File: config.mk
export PLATFORM = sky130hd
export DESIGN_NAME = fixed_block_free_list_allocator_top
export DESIGN_NICKNAME = d
export VERILOG_FILES = /design/src/hdl/fbfl_pkg.sv /design/src/hdl/fixed_block_free_list_allocator_top.sv /design/src/hdl/fbfl_ram.sv /design/src/hdl/fbfl_front.sv /design/src/hdl/fbfl_back.sv
export SDC_FILE = /design/constraint.sdc
export NUM_CORES = 2
export LEC_CHECK = 0
export ABC_AREA = 1
export ABC_CLOCK_PERIOD_IN_PS = 7100
export BUFFER_PORTS_ARGS = -buffer_cell sky130_fd_sc_hd__buf_4
export CELL_PAD_IN_SITES_DETAIL_PLACEMENT = 0
export CELL_PAD_IN_SITES_GLOBAL_PLACEMENT = 1
export CORE_UTILIZATION = 39
export DETAILED_ROUTE_END_ITERATION = 7
export PLACE_DENSITY_LB_ADDON = 0.1
export SLEW_MARGIN = 30
export SYNTH_ARGS = -nofsm -noshare
export SYNTH_HDL_FRONTEND = slang
export SYNTH_SLANG_ARGS = --single-unit
export TNS_END_PERCENT = 100
File: constraint.sdc
create_clock -name clk -period 7.1 [get_ports clk]
set_input_delay 1.065 -clock clk [delete_from_list [all_inputs] [get_ports clk]]
set_output_delay 1.065 -clock clk [all_outputs]
set_load 0.05 [all_outputs]
File: src/hdl/fbfl_pkg.sv
// Shared types and constants of the fixed block free list allocator.
package fbfl_pkg;

    // Pool depth and derived widths.
    localparam int MAX_BLOCKS = 256;
    localparam int IDX_W      = $clog2(MAX_BLOCKS);
    localparam int CNT_W      = $clog2(MAX_BLOCKS + 1);
    localparam int ADDR_W     = 32;
    localparam int SIZE_W     = 16;
    localparam int LIM_W      = IDX_W + SIZE_W;
    localparam int STEP_W     = $clog2(IDX_W);

    // Result status codes.
    localparam logic [1:0] ST_OK           = 2'd0;
    localparam logic [1:0] ST_EXHAUSTED    = 2'd1;
    localparam logic [1:0] ST_NONE_USED    = 2'd2;
    localparam logic [1:0] ST_OUT_OF_RANGE = 2'd3;

    // Configuration register indexes.
    localparam logic [1:0] REG_POOL_BASE   = 2'd0;
    localparam logic [1:0] REG_BLOCK_SIZE  = 2'd1;
    localparam logic [1:0] REG_BLOCK_COUNT = 2'd2;

    // Request codes.
    localparam logic REQ_ALLOC = 1'b0;
    localparam logic REQ_FREE  = 1'b1;

    // Effective configuration seen by the datapath.
    typedef struct packed {
        logic [ADDR_W-1:0] pool_base;
        logic [SIZE_W-1:0] block_size;
        logic [CNT_W-1:0]  block_count;
    } cfg_t;

    // One classified request waiting in the queue.
    typedef struct packed {
        logic              is_free;
        logic [ADDR_W-1:0] offset;
    } queue_item_t;

    // Status of the execution side, visible to the top level.
    typedef struct packed {
        logic             busy;
        logic [CNT_W-1:0] used;
    } back_stat_t;

endpackage

File: src/hdl/fixed_block_free_list_allocator_top.sv
// Top level of the fixed block free list allocator: configuration registers and assertions.
//
// The block hands out and takes back equal-sized blocks of a pool starting at pool_base.
// Input channel (in_valid / in_stall): req_type 0 allocates, 1 frees free_address.
// Output channel (out_valid / out_stall): one result transaction per request, carrying
// block_address, status and used_count after that request.
// Configuration: cfg_we with cfg_index and cfg_wdata writes pool_base (0), block_size (1)
// or block_count (2); any such write empties the pool. Index 3 is ignored.
// Steps from acceptance to result: a granted allocate reads the stack memory, then does
// one multiply and one add; an accepted free runs an 8-step restoring divider producing
// one quotient bit per cycle, then writes the stack; a rejected request skips both.
// The execution sequencer handles one request at a time while a two-entry queue keeps
// taking new transactions.
// Reset empties the pool and loads pool_base 0, block_size 64, block_count 256; the
// stack needs no clearing pass because per-slot valid bits mark untouched slots.
// While the receiver stalls, the result is held; one more request can finish into a
// waiting slot of the sequencer and the queue fills before in_stall rises.
module fixed_block_free_list_allocator_top (
    input  logic        clk,
    input  logic        rst_n,
    input  logic        in_valid,
    output logic        in_stall,
    input  logic        req_type,
    input  logic [31:0] free_address,
    output logic        out_valid,
    input  logic        out_stall,
    output logic [31:0] block_address,
    output logic [1:0]  status,
    output logic [8:0]  used_count,
    input  logic        cfg_we,
    input  logic [1:0]  cfg_index,
    input  logic [31:0] cfg_wdata
);
    import fbfl_pkg::*;

    logic [ADDR_W-1:0]  pool_base_reg;
    logic [SIZE_W-1:0]  block_size_reg;
    logic [CNT_W-1:0]   block_count_reg;
    logic               refill;
    cfg_t               cfg;
    logic               q_valid;
    queue_item_t        q_item;
    logic               q_pop;
    back_stat_t         stat;

    // Configuration register writes.
    always_ff @(posedge clk or negedge rst_n)
    begin
        if (!rst_n)
        begin
            pool_base_reg   <= '0;
            block_size_reg  <= SIZE_W'(64);
            block_count_reg <= CNT_W'(MAX_BLOCKS);
        end
        else if (cfg_we)
        begin
            case (cfg_index)
                REG_POOL_BASE:   pool_base_reg   <= cfg_wdata;
                REG_BLOCK_SIZE:  block_size_reg  <= cfg_wdata[SIZE_W-1:0];
                REG_BLOCK_COUNT: block_count_reg <= cfg_wdata[CNT_W-1:0];
                default:         pool_base_reg   <= pool_base_reg;
            endcase
        end
    end

    // A write to any existing register refills the stack.
    always_comb
    begin
        refill = 1'b0;
        if (cfg_we)
        begin
            case (cfg_index) inside
                REG_POOL_BASE, REG_BLOCK_SIZE, REG_BLOCK_COUNT: refill = 1'b1;
                default:                                        refill = 1'b0;
            endcase
        end
    end

    // Effective configuration: a zero size acts as one, the count is clamped to the depth.
    always_comb
    begin
        cfg.pool_base   = pool_base_reg;
        cfg.block_size  = (block_size_reg == '0) ? SIZE_W'(1) : block_size_reg;
        cfg.block_count = (block_count_reg > CNT_W'(MAX_BLOCKS)) ? CNT_W'(MAX_BLOCKS)
                                                                 : block_count_reg;
    end

    fbfl_front u_front (
        .clk          (clk),
        .rst_n        (rst_n),
        .in_valid     (in_valid),
        .in_stall     (in_stall),
        .req_type     (req_type),
        .free_address (free_address),
        .cfg          (cfg),
        .q_valid      (q_valid),
        .q_item       (q_item),
        .q_pop        (q_pop)
    );

    fbfl_back u_back (
        .clk           (clk),
        .rst_n         (rst_n),
        .cfg           (cfg),
        .refill        (refill),
        .q_valid       (q_valid),
        .q_item        (q_item),
        .q_pop         (q_pop),
        .out_valid     (out_valid),
        .out_stall     (out_stall),
        .block_address (block_address),
        .status        (status),
        .used_count    (used_count),
        .stat          (stat)
    );

`ifndef NO_ASSERTIONS
    // Any failed request or free returns address zero.
    assert property (@(posedge clk) disable iff (!rst_n)
        out_valid && status != ST_OK |-> block_address == '0)
        else $error("failed request returned a nonzero address");

    // A refill write leaves the pool empty.
    assert property (@(posedge clk) disable iff (!rst_n)
        refill |=> stat.used == '0)
        else $error("used count not cleared by configuration write");

    // The used count never passes the effective block count.
    assert property (@(posedge clk) disable iff (!rst_n)
        stat.used <= cfg.block_count || $past(refill))
        else $error("used count beyond block count");

    // A queued request starts only when the sequencer is free.
    assert property (@(posedge clk) disable iff (!rst_n)
        q_pop |-> q_valid && !stat.busy)
        else $error("request dequeued while sequencer busy");
`endif

endmodule

File: src/hdl/fbfl_ram.sv
// Generic single write port, single read port RAM with registered read data.
module fbfl_ram #(
    parameter int WIDTH = 8,
    parameter int DEPTH = 256
) (
    input  logic                     clk,
    input  logic                     wr_en,
    input  logic [$clog2(DEPTH)-1:0] wr_addr,
    input  logic [WIDTH-1:0]         wr_data,
    input  logic                     rd_en,
    input  logic [$clog2(DEPTH)-1:0] rd_addr,
    output logic [WIDTH-1:0]         rd_data
);

    logic [WIDTH-1:0] mem [DEPTH];

    // Write port.
    always_ff @(posedge clk)
    begin
        if (wr_en)
        begin
            mem[wr_addr] <= wr_data;
        end
    end

    // Registered read port.
    always_ff @(posedge clk)
    begin
        if (rd_en)
        begin
            rd_data <= mem[rd_addr];
        end
    end

endmodule

File: src/hdl/fbfl_front.sv
// Request front end: accepts transactions, forms the pool offset and queues them.
module fbfl_front (
    input  logic                        clk,
    input  logic                        rst_n,
    input  logic                        in_valid,
    output logic                        in_stall,
    input  logic                        req_type,
    input  logic [31:0]                 free_address,
    input  fbfl_pkg::cfg_t              cfg,
    output logic                        q_valid,
    output fbfl_pkg::queue_item_t       q_item,
    input  logic                        q_pop
);
    import fbfl_pkg::*;

    localparam int QDEPTH = 2;
    localparam int QPTR_W = $clog2(QDEPTH);

    queue_item_t             entry_reg [QDEPTH];
    logic [QPTR_W-1:0]       wr_ptr_reg;
    logic [QPTR_W-1:0]       wr_ptr_next;
    logic [QPTR_W-1:0]       rd_ptr_reg;
    logic [QPTR_W-1:0]       rd_ptr_next;
    logic [QPTR_W:0]         fill_reg;
    logic [QPTR_W:0]         fill_next;
    logic                    push;
    queue_item_t             new_item;

    // Classify the request and compute its offset into the pool.
    always_comb
    begin
        new_item.is_free = (req_type == REQ_FREE);
        new_item.offset  = free_address - cfg.pool_base;
    end

    assign in_stall = (fill_reg == (QPTR_W+1)'(QDEPTH));
    assign push     = in_valid && !in_stall;
    assign q_valid  = (fill_reg != '0);
    assign q_item   = entry_reg[rd_ptr_reg];

    // Queue pointer and fill level update.
    always_comb
    begin
        wr_ptr_next = push  ? wr_ptr_reg + 1'b1 : wr_ptr_reg;
        rd_ptr_next = q_pop ? rd_ptr_reg + 1'b1 : rd_ptr_reg;
        fill_next   = fill_reg;
        if (push && !q_pop)
        begin
            fill_next = fill_reg + 1'b1;
        end
        else if (!push && q_pop)
        begin
            fill_next = fill_reg - 1'b1;
        end
    end

    always_ff @(posedge clk or negedge rst_n)
    begin
        if (!rst_n)
        begin
            wr_ptr_reg <= '0;
            rd_ptr_reg <= '0;
            fill_reg   <= '0;
        end
        else
        begin
            wr_ptr_reg <= wr_ptr_next;
            rd_ptr_reg <= rd_ptr_next;
            fill_reg   <= fill_next;
        end
    end

    // Queue storage.
    always_ff @(posedge clk)
    begin
        if (push)
        begin
            entry_reg[wr_ptr_reg] <= new_item;
        end
    end

endmodule

File: src/hdl/fbfl_back.sv
// Execution side: free index stack, allocate and free sequencing, result register.
module fbfl_back (
    input  logic                        clk,
    input  logic                        rst_n,
    input  fbfl_pkg::cfg_t              cfg,
    input  logic                        refill,
    input  logic                        q_valid,
    input  fbfl_pkg::queue_item_t       q_item,
    output logic                        q_pop,
    output logic                        out_valid,
    input  logic                        out_stall,
    output logic [31:0]                 block_address,
    output logic [1:0]                  status,
    output logic [8:0]                  used_count,
    output fbfl_pkg::back_stat_t        stat
);
    import fbfl_pkg::*;

    localparam logic [2:0] S_IDLE  = 3'd0;
    localparam logic [2:0] S_CLASS = 3'd1;
    localparam logic [2:0] S_ARD   = 3'd2;
    localparam logic [2:0] S_AADD  = 3'd3;
    localparam logic [2:0] S_DIV   = 3'd4;
    localparam logic [2:0] S_FWR   = 3'd5;
    localparam logic [2:0] S_DONE  = 3'd6;

    logic [2:0]              state_reg;
    logic [2:0]              state_next;
    logic [CNT_W-1:0]        used_reg;
    logic [CNT_W-1:0]        used_next;
    logic [MAX_BLOCKS-1:0]   valid_bits_reg;
    logic                    out_valid_reg;
    logic                    out_valid_next;

    logic                    item_free_reg;
    logic [ADDR_W-1:0]       item_off_reg;
    logic                    vbit_reg;
    logic                    vbit_next;
    logic [LIM_W-1:0]        limit_reg;
    logic [LIM_W-1:0]        prod_reg;
    logic [LIM_W-1:0]        prod_next;
    logic [LIM_W-1:0]        rem_reg;
    logic [LIM_W-1:0]        rem_next;
    logic [IDX_W-1:0]        quo_reg;
    logic [IDX_W-1:0]        quo_next;
    logic [STEP_W-1:0]       step_reg;
    logic [STEP_W-1:0]       step_next;
    logic [ADDR_W-1:0]       res_addr_reg;
    logic [ADDR_W-1:0]       res_addr_next;
    logic [1:0]              res_status_reg;
    logic [1:0]              res_status_next;
    logic [ADDR_W-1:0]       out_addr_reg;
    logic [1:0]              out_status_reg;
    logic [CNT_W-1:0]        out_used_reg;

    logic                    ram_rd_en;
    logic                    ram_wr_en;
    logic [IDX_W-1:0]        ram_rd_data;
    logic [IDX_W-1:0]        used_dec_idx;
    logic [IDX_W-1:0]        pop_idx;
    logic [LIM_W-1:0]        div_sub;
    logic                    div_ge;
    logic                    load_out;

    // Stack storage of free block indices.
    fbfl_ram #(
        .WIDTH (IDX_W),
        .DEPTH (MAX_BLOCKS)
    ) u_stack (
        .clk     (clk),
        .wr_en   (ram_wr_en),
        .wr_addr (used_dec_idx),
        .wr_data (quo_reg),
        .rd_en   (ram_rd_en),
        .rd_addr (used_reg[IDX_W-1:0]),
        .rd_data (ram_rd_data)
    );

    assign used_dec_idx = IDX_W'(used_reg - 1'b1);
    // A slot never written since refill holds its own index.
    assign pop_idx      = vbit_reg ? ram_rd_data : used_reg[IDX_W-1:0];
    assign div_sub      = LIM_W'(cfg.block_size) << step_reg;
    assign div_ge       = (rem_reg >= div_sub);
    assign load_out     = (state_reg == S_DONE) && (!out_valid_reg || !out_stall);

    // Sequencer for one request at a time.
    always_comb
    begin
        state_next      = state_reg;
        used_next       = used_reg;
        q_pop           = 1'b0;
        ram_rd_en       = 1'b0;
        ram_wr_en       = 1'b0;
        vbit_next       = vbit_reg;
        prod_next       = prod_reg;
        rem_next        = rem_reg;
        quo_next        = quo_reg;
        step_next       = step_reg;
        res_addr_next   = res_addr_reg;
        res_status_next = res_status_reg;
        unique case (state_reg)
            S_IDLE:
            begin
                if (q_valid)
                begin
                    q_pop      = 1'b1;
                    state_next = S_CLASS;
                end
            end
            S_CLASS:
            begin
                res_addr_next   = '0;
                res_status_next = ST_OK;
                if (!item_free_reg)
                begin
                    if (used_reg >= cfg.block_count)
                    begin
                        res_status_next = ST_EXHAUSTED;
                        state_next      = S_DONE;
                    end
                    else
                    begin
                        ram_rd_en  = 1'b1;
                        vbit_next  = valid_bits_reg[used_reg[IDX_W-1:0]];
                        state_next = S_ARD;
                    end
                end
                else if (used_reg == '0)
                begin
                    res_status_next = ST_NONE_USED;
                    state_next      = S_DONE;
                end
                else if (item_off_reg >= ADDR_W'(limit_reg))
                begin
                    res_status_next = ST_OUT_OF_RANGE;
                    state_next      = S_DONE;
                end
                else
                begin
                    rem_next   = item_off_reg[LIM_W-1:0];
                    quo_next   = '0;
                    step_next  = STEP_W'(IDX_W - 1);
                    state_next = S_DIV;
                end
            end
            S_ARD:
            begin
                prod_next  = LIM_W'(pop_idx) * LIM_W'(cfg.block_size);
                state_next = S_AADD;
            end
            S_AADD:
            begin
                res_addr_next = cfg.pool_base + ADDR_W'(prod_reg);
                used_next     = used_reg + 1'b1;
                state_next    = S_DONE;
            end
            S_DIV:
            begin
                // One quotient bit per cycle, most significant first.
                if (div_ge)
                begin
                    rem_next = rem_reg - div_sub;
                    quo_next = quo_reg | (IDX_W'(1) << step_reg);
                end
                step_next = step_reg - 1'b1;
                if (step_reg == '0)
                begin
                    state_next = S_FWR;
                end
            end
            S_FWR:
            begin
                ram_wr_en  = 1'b1;
                used_next  = used_reg - 1'b1;
                state_next = S_DONE;
            end
            S_DONE:
            begin
                if (load_out)
                begin
                    state_next = S_IDLE;
                end
            end
            default:
            begin
                state_next = S_IDLE;
            end
        endcase
        // A configuration write empties the pool.
        if (refill)
        begin
            used_next = '0;
        end
    end

    // Output register hand-off.
    always_comb
    begin
        out_valid_next = out_valid_reg;
        if (out_valid_reg && !out_stall)
        begin
            out_valid_next = 1'b0;
        end
        if (load_out)
        begin
            out_valid_next = 1'b1;
        end
    end

    // Control state.
    always_ff @(posedge clk or negedge rst_n)
    begin
        if (!rst_n)
        begin
            state_reg      <= S_IDLE;
            used_reg       <= '0;
            out_valid_reg  <= 1'b0;
            valid_bits_reg <= '0;
        end
        else
        begin
            state_reg     <= state_next;
            used_reg      <= used_next;
            out_valid_reg <= out_valid_next;
            if (refill)
            begin
                valid_bits_reg <= '0;
            end
            else if (ram_wr_en)
            begin
                valid_bits_reg[used_dec_idx] <= 1'b1;
            end
        end
    end

    // Datapath registers.
    always_ff @(posedge clk)
    begin
        limit_reg      <= LIM_W'(cfg.block_count) * LIM_W'(cfg.block_size);
        vbit_reg       <= vbit_next;
        prod_reg       <= prod_next;
        rem_reg        <= rem_next;
        quo_reg        <= quo_next;
        step_reg       <= step_next;
        res_addr_reg   <= res_addr_next;
        res_status_reg <= res_status_next;
        if (q_pop)
        begin
            item_free_reg <= q_item.is_free;
            item_off_reg  <= q_item.offset;
        end
        if (load_out)
        begin
            out_addr_reg   <= res_addr_reg;
            out_status_reg <= res_status_reg;
            out_used_reg   <= used_reg;
        end
    end

    assign out_valid     = out_valid_reg;
    assign block_address = out_addr_reg;
    assign status        = out_status_reg;
    assign used_count    = out_used_reg;
    assign stat.busy     = (state_reg != S_IDLE);
    assign stat.used     = used_reg;

endmodule

==> run_results.csv <==
group,metric,value,unit
critical_path,worst_setup_path_start_kind,"register",
placement,dpl.hpwl,260000,um
pwr,power_density,406,nW/um^2
synthesis,synth-seq-cells,2646,
pwr,switching_share,0.404,
finish,layout-drive-gt1-share,0.0714,
pwr,power.switching,0.0226,W
synthesis,yosys.area.top_type,"edfxtp_1",
placement,port_buffers,116,
synthesis,syn_avg_cell_area,10.3,sq um
grt,grt_pass1_vias,84000,
pwr,p_int,0.0334,W
clocking,cts_sinks,2646,
sta,fin_crit,5930,ps
critical_path,end_kind,"register",
sta,relSlewSlack,0.223,
grt,antenna_found_initial,23,
pwr,clock_power_share,0.278,
die,initial_core_util,0.392,
die,pin_count,117,
detailed_routing,drtPass1Iterations,6,
critical_path,critPathMaxStageDelay,750,ps
synthesis,synth_fp_nets,12400,
flow_run,maxCapViolCount,0,
finish,n_fill_cell,29700,
synthesis,synthTopCellsByArea,"edfxtp_1, nand2_1, dfrtp_1, nor2_1, inv_1",
die,core,312000,sq um
sta,worstMarginPinSlew,1170,ps
synthesis,ys.flop_type,"edfxtp_1",
critical_path,cp_common_cell,"fa_1",
sta,fin_skew,54.3,ps
sta,period_share,0.835,
synthesis,yosysWarningCount,0,
status,status,"completed",
detailed_routing,routed_wl,420000,um
critical_path,crit_arrival,6560,ps
synthesis,synth.top_cell.area_share,0.561,
detailed_routing,drcViolationCount,0,
finish,finalNetCount,12400,
critical_path,worstPathRequired,7740,ps
clocking,path_clk_slew,60,ps
detailed_routing,via_count,86200,
clocking,cts_setup_buffers,0,
sta,setup_viol,0,
detailed_routing,wl_per_cell,25.7,um
critical_path,path_class,"reg -> reg",
critical_path,crit_fanout,16,
die,die_x,563,um
synthesis,netlist_area,123000,sq um
sta,timing.fmax,169,MHz
synthesis,synth_edf_count,2292,
pwr,seq_power_share,0.359,
sta,setup_tns,0,ps
sta,hold_viol,0,
sta,slew_viol_final,0,
clocking,htree_levels,5,
critical_path,path_cells,"o21ai_0 > inv_1 > nor2_1 > fa_1 > fa_1 > fa_1 > inv_1 > fa_1 > inv_1 > ha_1 > nand2_1 > nor4_1 > a21oi_1 > o21ai_0 > xor2_1",
clocking,cts_buffers,304,
clocking,cts_root_buf,"clkbuf_16",
detailed_routing,ant_nets,0,
pwr,leakage,55.8,nW
pwr,vdd_drop_max,323,uV
synthesis,synthTopCellsByCount,"nand2_1, edfxtp_1, nor2_1",
die,num_rows,205,
pwr,comb_power_share,0.364,
finish,area_delta_synth_final,12.5,%
finish,largest_reg_flops,2048,
detailed_routing,drtIter0Drc,8139,
synthesis,postSynth.asyncResetShare,0.125,
die,dieArea,317000,sq um
pwr,total_power,0.0560,W
clocking,clock_latency,930,ps
sta,rsz0062_at_grt,"no",
detailed_routing,via_per_inst,5.28,
clocking,cts_tree,"done",
grt,grt_use_total,0.262,
critical_path,cp_slowest_cell,"o21ai_0",
synthesis,yosysMostFrequentCell,"nand2_1",
clocking,postCtsHoldBufs,0,
synthesis,synth_cells,12000,
clocking,ctsResizeCount,0,
grt,overflow,0,
synthesis,synth_cell_type_count,55,
placement,gp_congestion,0.850,
die,die_height,563,um
synthesis,seq_area_frac_synth,0.633,
min_path,hp-class,"in -> async",
clocking,clockBufferDepth,4,
grt,grt_pass1_wl,605000,um
grt,grt_max_degree,171,
finish,final_core_util,0.442,
## final cells by class
type | instances | area [sq um] | area share
Tap cell | 4140 | 5180 | 0.0375
Multi-Input combinational cell | 7568 | 38400 | 0.278
Clock buffer | 411 | 8370 | 0.0607
Inverter | 1142 | 4330 | 0.0314
Clock inverter | 144 | 1380 | 0.00998
Timing Repair Buffer | 287 | 2740 | 0.0199
Antenna cell | 6 | 15.0 | 0.000109
Sequential cell | 2646 | 77600 | 0.562
## critical path, delay by kind of cell, from the launching register on
kind | cells | cell delay [ps]
xor+xnor | 1 | 100
flops | 1 | 580
fa+ha+maj | 5 | 2270
simple gates | 3 | 910
buf+inv | 3 | 620
compound gates | 3 | 1190
## cell usage in the layout (no fill, tap or decap), types with 10 or more instances in the layout
master	n
nand2_1	3259
edfxtp_1	2292
nor2_1	1234
inv_1	1083
o21ai_0	766
nand3_1	683
a21oi_1	543
dfrtp_1	322
clkbuf_16	312
buf_4	245
ha_1	209
fa_1	185
o21a_1	126
o211ai_1	93
clkbuf_1	80
nand4_1	63
xor2_1	56
clkinv_1	52
inv_2	49
nor3_1	49
clkinv_2	49
nor2_4	40
a21boi_0	39
xnor2_1	31
or2_2	30
buf_12	26
o22ai_1	25
dfxtp_1	24
bufinv_16	19
clkbuf_8	19
a21o_1	18
nor4_1	17
o21bai_1	16
a31oi_1	14
buf_16	12
nand3b_1	10
## worst paths after layout
| kind | end | from | slack, ps | depth (start not counted) |
|---|---|---|---|---|
| hold / removal | u_front.rd_ptr_reg$_DFFE_PN0P_ | rst_n | 130 | 1 |
| min in group clk | u_front.entry_reg[1][32]$_DFFE_PP_ | req_type | 350 | 1 |
| setup reg to reg | u_back.prod_reg[14]$_DFFE_PP_ | u_back.vbit_reg$_DFFE_PP_ | 1170 | 15 |
| max in group asynchronous | u_back.valid_bits_reg[207]$_DFFE_PN0P_ | rst_n | 5570 | 2 |
| setup / recovery | u_back.prod_reg[14]$_DFFE_PP_ | u_back.vbit_reg$_DFFE_PP_ | 1170 | 15 |
| hold reg to reg | u_back.block_address[17]$_DFFE_PP_ | u_back.res_addr_reg[17]$_SDFFCE_PN0P_ | 410 | 0 |
## power by group through the flow
stage,Sequential [W],Combinational [W],Clock [W]
2_1_floorplan,0.0214,0.0109,0
3_3_place_gp,0.0204,0.0204,0
3_5_place_dp,0.0204,0.0204,0
4_1_cts,0.0201,0.0205,0.0158
5_1_grt,0.0201,0.0222,0.0164
6_report,0.0201,0.0204,0.0156
## metrics by stage
stage	worst slack (ps)	hold WS, ps	cell area, sq um	std cells
CTS	1110	115	138000	16300
global placement	1080	404	128000	15800
floorplan	1750	400	123000	12000
detailed placement	1100	406	128000	15800
finish	1170	134	138000	16300
global route	840	148	138000	16300
## per-layer routing
layer  GRT usage  vias up  wire, um
met3      0.0312      544     23000
met2       0.423     2524    195000
met4      0.0678        4     10800
li1            -    39900         -
met5           0        -        23
met1       0.375    43300    191000
## kinds of logic after synthesis
logic type	count (synthesis)	synth area share
compound gates	1663	0.0747
buf+inv	1743	0.0563
mux	7	0.000571
flops	2646	0.633
fa+ha+maj	394	0.0515
xor+xnor	89	0.00657
simple gates	5415	0.178
(Power assumes the default switching activity.)
